## src/rtl/core/fpars_pkg.sv

```systemverilog
`timescale 1ns / 1ps

package fpars_pkg;

    // Parse phases of the frame state machine
    typedef enum logic [2:0] {
        PH_IDLE    = 3'd0,
        PH_CMD     = 3'd1,
        PH_LENH    = 3'd2,
        PH_LENL    = 3'd3,
        PH_PAYLOAD = 3'd4,
        PH_CHECK   = 3'd5,
        PH_ERROR   = 3'd6
    } phase_t;

    // Event codes reported with every byte
    localparam logic [2:0] EV_NONE   = 3'd0;
    localparam logic [2:0] EV_DATA   = 3'd1;
    localparam logic [2:0] EV_GOOD   = 3'd2;
    localparam logic [2:0] EV_LENERR = 3'd3;
    localparam logic [2:0] EV_SUMERR = 3'd4;

    // Configuration register indexes
    localparam int          CFG_INDEX_W    = 1;
    localparam int          CFG_DATA_W     = 9;
    localparam logic [0:0]  CFG_SYNC_BYTE  = 1'd0;
    localparam logic [0:0]  CFG_MAX_LENGTH = 1'd1;

    // Register reset values
    localparam logic [7:0] SYNC_RESET       = 8'hAA;
    localparam logic [8:0] MAX_LENGTH_RESET = 9'd256;

    // Saturation value of the held length
    localparam logic [8:0] LENGTH_SAT = 9'h1FF;

    typedef struct packed {
        logic [7:0] sync_byte;
        logic [8:0] max_length;
    } cfg_t;

    typedef struct packed {
        logic [7:0] rx_byte;
    } in_item_t;

    typedef struct packed {
        logic [2:0] event_code;
        logic [7:0] data_byte;
        logic [7:0] byte_index;
        logic       payload_last;
        logic [7:0] command_code;
        logic [8:0] frame_length;
    } out_item_t;

endpackage

```

## src/rtl/core/fpars_if.sv

```systemverilog
`timescale 1ns / 1ps

// Valid/ready stream channel carrying one payload per transaction
interface fpars_if #(
    parameter type payload_t = logic
);
    logic     valid;
    logic     ready;
    payload_t payload;

    modport source (output valid, output payload, input ready);
    modport sink   (input valid, input payload, output ready);
endinterface

```

## src/rtl/core/sync_length_xor_frame_parser.sv

```systemverilog
`timescale 1ns / 1ps

// Frame parser for sync / command / 16-bit big-endian length / payload / XOR
// checksum frames. Every received byte yields exactly one event transaction:
// nothing, a payload byte with its index and last mark, frame good, length
// error or checksum error; command and length of the current frame ride along
// with each event. Throughput is one byte per clock while the event side is
// ready; an input register and a result register wrap the combinational state
// update. Errors hold the parser until the configured sync byte is seen.
module sync_length_xor_frame_parser #(
    parameter int MAX_PAYLOAD = 256
) (
    input  logic                              clk,
    input  logic                              rst_n,
    fpars_if.sink                             byte_stream,
    fpars_if.source                           event_stream,
    input  logic                              cfg_write_en,
    input  logic [fpars_pkg::CFG_INDEX_W-1:0] cfg_index,
    input  logic [fpars_pkg::CFG_DATA_W-1:0]  cfg_wdata
);

    fpars_pkg::cfg_t cfg;

    fpars_if #(.payload_t(fpars_pkg::in_item_t)) staged ();

    fpars_cfg_regs u_cfg_regs (
        .clk          (clk),
        .rst_n        (rst_n),
        .cfg_write_en (cfg_write_en),
        .cfg_index    (cfg_index),
        .cfg_wdata    (cfg_wdata),
        .cfg          (cfg)
    );

    fpars_in_stage u_in_stage (
        .clk         (clk),
        .rst_n       (rst_n),
        .byte_stream (byte_stream),
        .staged      (staged.source)
    );

    fpars_core #(
        .MAX_PAYLOAD (MAX_PAYLOAD)
    ) u_core (
        .clk          (clk),
        .rst_n        (rst_n),
        .cfg          (cfg),
        .staged       (staged.sink),
        .event_stream (event_stream)
    );

endmodule

```

## src/rtl/core/fpars_cfg_regs.sv

```systemverilog
`timescale 1ns / 1ps

// Configuration registers: sync byte and length limit
module fpars_cfg_regs (
    input  logic                              clk,
    input  logic                              rst_n,
    input  logic                              cfg_write_en,
    input  logic [fpars_pkg::CFG_INDEX_W-1:0] cfg_index,
    input  logic [fpars_pkg::CFG_DATA_W-1:0]  cfg_wdata,
    output fpars_pkg::cfg_t                   cfg
);

    fpars_pkg::cfg_t cfg_reg;
    fpars_pkg::cfg_t cfg_next;

    // Write decode
    always_comb
    begin
        cfg_next = cfg_reg;
        if (cfg_write_en)
        begin
            unique case (cfg_index)
                fpars_pkg::CFG_SYNC_BYTE:  cfg_next.sync_byte  = cfg_wdata[7:0];
                fpars_pkg::CFG_MAX_LENGTH: cfg_next.max_length = cfg_wdata[8:0];
                default:                   cfg_next = cfg_reg;
            endcase
        end
    end

    always_ff @(posedge clk or negedge rst_n)
    begin
        if (!rst_n)
        begin
            cfg_reg.sync_byte  <= fpars_pkg::SYNC_RESET;
            cfg_reg.max_length <= fpars_pkg::MAX_LENGTH_RESET;
        end
        else
        begin
            cfg_reg <= cfg_next;
        end
    end

    assign cfg = cfg_reg;

endmodule

```

## src/rtl/core/fpars_in_stage.sv

```systemverilog
`timescale 1ns / 1ps

// Input register: captures one received byte per transaction
module fpars_in_stage (
    input  logic clk,
    input  logic rst_n,
    fpars_if.sink   byte_stream,
    fpars_if.source staged
);

    logic                 valid_reg;
    logic                 valid_next;
    fpars_pkg::in_item_t  item_reg;
    logic                 load;

    // Take a new byte whenever the register is empty or drains this cycle
    assign byte_stream.ready = !valid_reg || staged.ready;
    assign load              = byte_stream.valid && byte_stream.ready;

    always_comb
    begin
        valid_next = valid_reg;
        if (byte_stream.ready)
        begin
            valid_next = byte_stream.valid;
        end
    end

    always_ff @(posedge clk or negedge rst_n)
    begin
        if (!rst_n)
        begin
            valid_reg <= 1'b0;
        end
        else
        begin
            valid_reg <= valid_next;
        end
    end

    // Payload register, no reset
    always_ff @(posedge clk)
    begin
        if (load)
        begin
            item_reg <= byte_stream.payload;
        end
    end

    assign staged.valid   = valid_reg;
    assign staged.payload = item_reg;

endmodule

```

## src/rtl/core/fpars_core.sv

```systemverilog
`timescale 1ns / 1ps

// Frame state machine and result register
module fpars_core #(
    parameter int MAX_PAYLOAD = 256
) (
    input  logic            clk,
    input  logic            rst_n,
    input  fpars_pkg::cfg_t cfg,
    fpars_if.sink           staged,
    fpars_if.source         event_stream
);

    localparam logic [15:0] MAX_PAYLOAD_W = 16'(MAX_PAYLOAD);

    fpars_pkg::phase_t    phase_reg, phase_next;
    logic [7:0]           xor_reg, xor_next;
    logic [7:0]           command_reg, command_next;
    logic [7:0]           len_high_reg, len_high_next;
    logic [8:0]           length_reg, length_next;
    logic [8:0]           count_reg, count_next;
    logic                 out_valid_reg, out_valid_next;
    fpars_pkg::out_item_t out_item_reg, out_item_next;

    logic        take;
    logic [7:0]  b;
    logic [15:0] rx_len;
    logic [15:0] max16;
    logic [15:0] limit;
    logic [8:0]  count_inc;

    // Result register frees up when empty or taken this cycle
    assign staged.ready = !out_valid_reg || event_stream.ready;
    assign take         = staged.valid && staged.ready;

    assign b         = staged.payload.rx_byte;
    assign rx_len    = {len_high_reg, b};
    assign max16     = {7'd0, cfg.max_length};
    assign limit     = (MAX_PAYLOAD_W < max16) ? MAX_PAYLOAD_W : max16;
    assign count_inc = count_reg + 9'd1;

    // Next state and result for the byte in the input register
    always_comb
    begin
        phase_next     = phase_reg;
        xor_next       = xor_reg;
        command_next   = command_reg;
        len_high_next  = len_high_reg;
        length_next    = length_reg;
        count_next     = count_reg;
        out_item_next  = out_item_reg;
        out_valid_next = out_valid_reg;

        if (event_stream.ready)
        begin
            out_valid_next = 1'b0;
        end

        if (take)
        begin
            out_valid_next             = 1'b1;
            out_item_next.event_code   = fpars_pkg::EV_NONE;
            out_item_next.data_byte    = 8'd0;
            out_item_next.byte_index   = 8'd0;
            out_item_next.payload_last = 1'b0;

            unique case (phase_reg)
                fpars_pkg::PH_CMD:
                begin
                    command_next = b;
                    xor_next     = xor_reg ^ b;
                    phase_next   = fpars_pkg::PH_LENH;
                end
                fpars_pkg::PH_LENH:
                begin
                    len_high_next = b;
                    xor_next      = xor_reg ^ b;
                    phase_next    = fpars_pkg::PH_LENL;
                end
                fpars_pkg::PH_LENL:
                begin
                    xor_next    = xor_reg ^ b;
                    length_next = (rx_len > 16'(fpars_pkg::LENGTH_SAT)) ?
                                  fpars_pkg::LENGTH_SAT : rx_len[8:0];
                    if (rx_len > limit)
                    begin
                        phase_next               = fpars_pkg::PH_ERROR;
                        out_item_next.event_code = fpars_pkg::EV_LENERR;
                    end
                    else
                    begin
                        count_next = 9'd0;
                        phase_next = (rx_len == 16'd0) ? fpars_pkg::PH_CHECK
                                                       : fpars_pkg::PH_PAYLOAD;
                    end
                end
                fpars_pkg::PH_PAYLOAD:
                begin
                    out_item_next.event_code = fpars_pkg::EV_DATA;
                    out_item_next.data_byte  = b;
                    out_item_next.byte_index = count_reg[7:0];
                    xor_next                 = xor_reg ^ b;
                    count_next               = count_inc;
                    if (count_inc >= length_reg)
                    begin
                        phase_next                 = fpars_pkg::PH_CHECK;
                        out_item_next.payload_last = 1'b1;
                    end
                end
                fpars_pkg::PH_CHECK:
                begin
                    if (b == xor_reg)
                    begin
                        phase_next               = fpars_pkg::PH_IDLE;
                        out_item_next.event_code = fpars_pkg::EV_GOOD;
                    end
                    else
                    begin
                        phase_next               = fpars_pkg::PH_ERROR;
                        out_item_next.event_code = fpars_pkg::EV_SUMERR;
                    end
                end
                default:
                begin
                    // idle, error and the unused code: hunt for sync
                    if (b == cfg.sync_byte)
                    begin
                        phase_next = fpars_pkg::PH_CMD;
                        xor_next   = b;
                    end
                end
            endcase

            out_item_next.command_code = command_next;
            out_item_next.frame_length = length_next;
        end
    end

    // Control and parse state
    always_ff @(posedge clk or negedge rst_n)
    begin
        if (!rst_n)
        begin
            phase_reg     <= fpars_pkg::PH_IDLE;
            xor_reg       <= 8'd0;
            command_reg   <= 8'd0;
            len_high_reg  <= 8'd0;
            length_reg    <= 9'd0;
            count_reg     <= 9'd0;
            out_valid_reg <= 1'b0;
        end
        else
        begin
            phase_reg     <= phase_next;
            xor_reg       <= xor_next;
            command_reg   <= command_next;
            len_high_reg  <= len_high_next;
            length_reg    <= length_next;
            count_reg     <= count_next;
            out_valid_reg <= out_valid_next;
        end
    end

    // Result payload register, no reset
    always_ff @(posedge clk)
    begin
        out_item_reg <= out_item_next;
    end

    assign event_stream.valid   = out_valid_reg;
    assign event_stream.payload = out_item_reg;

endmodule

```

## src/flat_wrapper.sv

```systemverilog
// flat-port wrapper written by rule: the top's interface ports become plain ports
module sync_length_xor_frame_parser_flat 
#(
    parameter int MAX_PAYLOAD = 256
)
  (clk, rst_n, cfg_write_en, cfg_index, cfg_wdata, byte_stream_valid, byte_stream_payload, byte_stream_ready, event_stream_valid, event_stream_payload, event_stream_ready);
  fpars_if #(.payload_t(fpars_pkg::in_item_t)) byte_stream_i ();
  fpars_if #(.payload_t(fpars_pkg::out_item_t)) event_stream_i ();
  input  logic clk;
  input  logic rst_n;
  input  logic cfg_write_en;
  input  logic [fpars_pkg::CFG_INDEX_W-1:0] cfg_index;
  input  logic [fpars_pkg::CFG_DATA_W-1:0] cfg_wdata;
  input wire logic [$bits(byte_stream_i.valid)-1:0] byte_stream_valid;
  input wire logic [$bits(byte_stream_i.payload)-1:0] byte_stream_payload;
  output wire logic [$bits(byte_stream_i.ready)-1:0] byte_stream_ready;
  output wire logic [$bits(event_stream_i.valid)-1:0] event_stream_valid;
  output wire logic [$bits(event_stream_i.payload)-1:0] event_stream_payload;
  input wire logic [$bits(event_stream_i.ready)-1:0] event_stream_ready;
  assign byte_stream_i.valid = byte_stream_valid;
  assign byte_stream_i.payload = byte_stream_payload;
  assign byte_stream_ready = byte_stream_i.ready;
  assign event_stream_valid = event_stream_i.valid;
  assign event_stream_payload = event_stream_i.payload;
  assign event_stream_i.ready = event_stream_ready;
  sync_length_xor_frame_parser #(.MAX_PAYLOAD(MAX_PAYLOAD)) u_core (.clk(clk), .rst_n(rst_n), .byte_stream(byte_stream_i), .event_stream(event_stream_i), .cfg_write_en(cfg_write_en), .cfg_index(cfg_index), .cfg_wdata(cfg_wdata));
endmodule
```

## config.mk

```make
export PLATFORM = sky130hd
export DESIGN_NAME = sync_length_xor_frame_parser_flat
export DESIGN_NICKNAME = d
export VERILOG_FILES = /design/src/rtl/core/fpars_pkg.sv /design/src/rtl/core/fpars_if.sv /design/src/rtl/core/sync_length_xor_frame_parser.sv /design/src/rtl/core/fpars_cfg_regs.sv /design/src/rtl/core/fpars_in_stage.sv /design/src/rtl/core/fpars_core.sv /design/src/flat_wrapper.sv
export SDC_FILE = /design/constraint.sdc
export NUM_CORES = 1
export LEC_CHECK = 0
export ABC_CLOCK_PERIOD_IN_PS = 5000
export BUFFER_PORTS_ARGS = -buffer_cell sky130_fd_sc_hd__buf_2
export CORE_MARGIN = 1.5
export CORE_UTILIZATION = 63
export DETAILED_ROUTE_END_ITERATION = 12
export GPL_ROUTABILITY_DRIVEN = 0
export HOLD_SLACK_MARGIN = 0.12
export PLACE_DENSITY_LB_ADDON = 0.12
export SLEW_MARGIN = 20
export SYNTH_ARGS = -nofsm -noshare
export SYNTH_HDL_FRONTEND = slang
export SYNTH_SLANG_ARGS = --single-unit
```

## constraint.sdc

```tcl
create_clock -name clk -period 5 [get_ports clk]
set_clock_uncertainty 0.1 [all_clocks]
set_input_delay 0.5 -clock clk [delete_from_list [all_inputs] [get_ports clk]]
set_output_delay 0.5 -clock clk [all_outputs]
set_load 0.05 [all_outputs]
```

==> run metrics <==
CP Depth=11; crit-path max FO=6; DRC violations left=0; total global-route track usage=25.7%; cell chain of the critical path=ha_1 -> nand3_1 -> nor2_1 -> nand3_1 -> xnor2_1 -> ha_1 -> and4_1 -> nand4_1 -> and4_1 -> nor3_1 -> o22ai_1; Max Transition Viols Final=0; n_diodes=0; first-pass GRT wire length=between 15 and 20 mm; I/O Pins=62; Fin. Hold Viols=0; max reg flops=37; CTS tree=done; clock-pin slew on the worst setup and hold paths=roughly 0.11 ns; Avg Cell Area, Syn=around 11 µm²; sequential cell area=just under 3000 µm²; worst vdd ir=between 0.4 and 0.5 mV; # Post-CTS Setup Buffers=0; nature of the critical path startpoint=flip-flop; final setup vio count=0; clk buf depth=2; die area=~9200 µm²; hpwl dp=roughly 7.5 mm; hold_ws=0.205 ns; Ys Warns=0; slowest stage delay, CP=between 0.4 and 0.5 ns; WP data required=between 5 and 6 ns; antenna violation net count after detailed routing=0; Yosys cell types=between 50 and 60; # H-tree levels=3; nets=around 570; 1st-pass router iterations=6; CP delay by family, top=simple AND/OR/NAND/NOR gates; status=complete, no violations; CTS sink count=roughly 110; share of layout cells above drive strength 1=roughly 25%; post-route setup TNS=0 ns; routed length per instance=approximately 18 µm; CP max stage cell=dfrtp_1; mapped cell area=5450 µm²; Post-synth EDFFs=45; vias in the first global route=approximately 3700; Skew-Pair Late Insertion Delay=approximately 0.37 ns; Routed WL=about 11 mm; worst-margin pin slew=between 0.9 and 1 ns; Reg2Reg Depth=11; Tmin final=a little under 3 ns; Rows=33; Max-Cap Viols=0; gr ovfl total=0; Post-Synthesis Cells=roughly 480; 1st-iter DRT viols=286; synthesis-stage register bit count=109; pin count of the biggest net entering global routing=65; unrepaired setup endpoints after global routing=no; sum of buffers and inverters on the critical path=0; register area share after synthesis=between 50% and 60%; Core ar.=between 8000 and 9000 µm²; Die H=96.0 µm; initial antenna violation count=0; total number of vias=3892; crit path kind=reg -> reg; count of input and output buffers=61; CTS Buf Count=9; CTS Root Buffer Type=clkbuf_8; cts hold-fix bufs=0; chip width=about 96 µm; area grow syn2layout=9.72%; max_slew headroom=39.3%; Synth Net Count=approximately 520; Hold Crit Class=in -> reg; crit end category=flip-flop; footprint of the multi-input gates=about 2300 µm²; post-DR vias/cell=6.12; most common flop cell mapped by yosys=dfrtp_1; PwrDens=637 nW/µm²; ys async rst share=approximately three fifths; Achievable Freq=337 MHz; Hold Path Depth=1; Initial Util=between 60% and 70%; post-cts sizing count=0; leakage power=2.62 nW; crit path DAT=roughly 3.1 ns; Tcrit/Tclk final=around three fifths; FILL cells=roughly 600
## cell type report
cell class | count | area share [%]
flip-flops and latches | 109 | 49.5
clock buffers | 9 | 2.07
inverters | 16 | 1.01
clock inverters | 7 | 1.36
repair buffers | 65 | 5.61
multi-input cells | 325 | 38.2
well taps | 105 | 2.20
## cells by family (layout without fill, tap and decap cells)
family          Yosys count  in the layout  share of synthesized area [%]
fa+ha+maj                20             20                           4.59
simple gates            158            158                           14.8
mux                      41             41                           8.45
flops                   109            109                           54.3
xor+xnor                 25             25                           4.16
buf+inv                  41             97                           3.72
compound gates           81             81                           9.92
## cells in the mapped netlist, types with 3 or more instances
| master | count | share of area, % |
|---|---|---|
| a211o_1 | 3 | 0.48 |
| a21oi_1 | 19 | 1.7 |
| a221o_1 | 3 | 0.55 |
| a22oi_1 | 6 | 0.83 |
| a31oi_1 | 6 | 0.69 |
| and3_1 | 17 | 2.0 |
| buf_2 | 6 | 0.55 |
| buf_4 | 3 | 0.41 |
| buf_6 | 4 | 0.83 |
| clkbuf_1 | 10 | 0.69 |
| dfrtp_1 | 59 | 27 |
| dfstp_2 | 5 | 2.4 |
| edfxtp_1 | 45 | 25 |
| ha_1 | 20 | 4.6 |
| inv_1 | 14 | 0.96 |
| mux2_2 | 40 | 8.3 |
| nand2_1 | 63 | 4.3 |
| nand2b_1 | 4 | 0.46 |
| nand3_1 | 10 | 0.92 |
| nand4_1 | 5 | 0.57 |
| nor2_1 | 18 | 1.2 |
| nor2b_1 | 9 | 1.0 |
| nor3_1 | 8 | 0.74 |
| nor3b_1 | 3 | 0.41 |
| nor4_1 | 6 | 0.69 |
| o21ai_0 | 18 | 1.7 |
| o22a_1 | 9 | 1.4 |
| or2_1 | 3 | 0.34 |
| xnor2_1 | 12 | 1.9 |
| xor2_1 | 12 | 1.9 |
## metal layers
metal  vias to the layer above  global-route usage (%)  share of wire, %
met1                      1927                    35.3                44
met3                        16                    4.11               4.9
li1                       1819                       -                 -
met4                         0                    10.0               1.6
met2                       130                    41.0                49
met5                         -                       0                 0
## report_power, final
part	switching [mW]	internal, mW
clock network	0.310	0.240
registers	0.227	1.25
logic	1.08	0.699
## final timing paths
kind,from,to,slack [ns]
max,u_core.u_core.count_reg[0]$_DFFE_PN0P_,u_core.u_core.phase_reg[2]$_DFFE_PN0P_,2.03
min,byte_stream_payload[3],u_core.u_in_stage.staged.payload[3]$_DFFE_PP_,0.20
min in group asynchronous,rst_n,u_core.u_core.count_reg[1]$_DFFE_PN0P_,0.22
max reg2reg,u_core.u_core.count_reg[0]$_DFFE_PN0P_,u_core.u_core.phase_reg[2]$_DFFE_PN0P_,2.03
min reg2reg,u_core.u_core.command_reg[1]$_DFFE_PN0P_,u_core.u_core.command_reg[1]$_DFFE_PN0P_,0.39
max in group asynchronous,rst_n,u_core.u_core.len_high_reg[2]$_DFFE_PN0P_,4.04
## metrics by stage
step / cell area (µm²) / setup WS, ns / power [mW] / util (%) / instances
finish: 5980 / 2.03 / 3.80 / 72.0 / 636
detailed placement: 5770 / 1.96 / 3.23 / 69.5 / 620
CTS: 5980 / 2.06 / 3.80 / 72.0 / 636
global placement: 5770 / 2.04 / 3.14 / 69.5 / 620
floorplan: 5450 / 2.25 / 2.84 / - / 475
global route: 5980 / 1.85 / 4.06 / 72.0 / 636
## cells in the final DEF (no fill, tap or decap), types with 3 or more instances in the layout
cell      instances
dfstp_2           5
edfxtp_1         45
clkbuf_8          9
o22a_1            9
or2_1             3
nor2b_1           9
nand2b_1          4
ha_1             20
a22oi_1           6
buf_4             4
and3_1           17
nor3_1            8
o21ai_0          18
nand4_1           5
nor2_1           18
xnor2_1          12
dfrtp_1          59
nor4_1            6
buf_2            61
nor3b_1           3
inv_1            14
xor2_1           12
a211o_1           3
nand3_1          10
a31oi_1           6
mux2_2           40
a21oi_1          19
a221o_1           3
nand2_1          63
No activity file was read; power rests on OpenSTA's default activity.
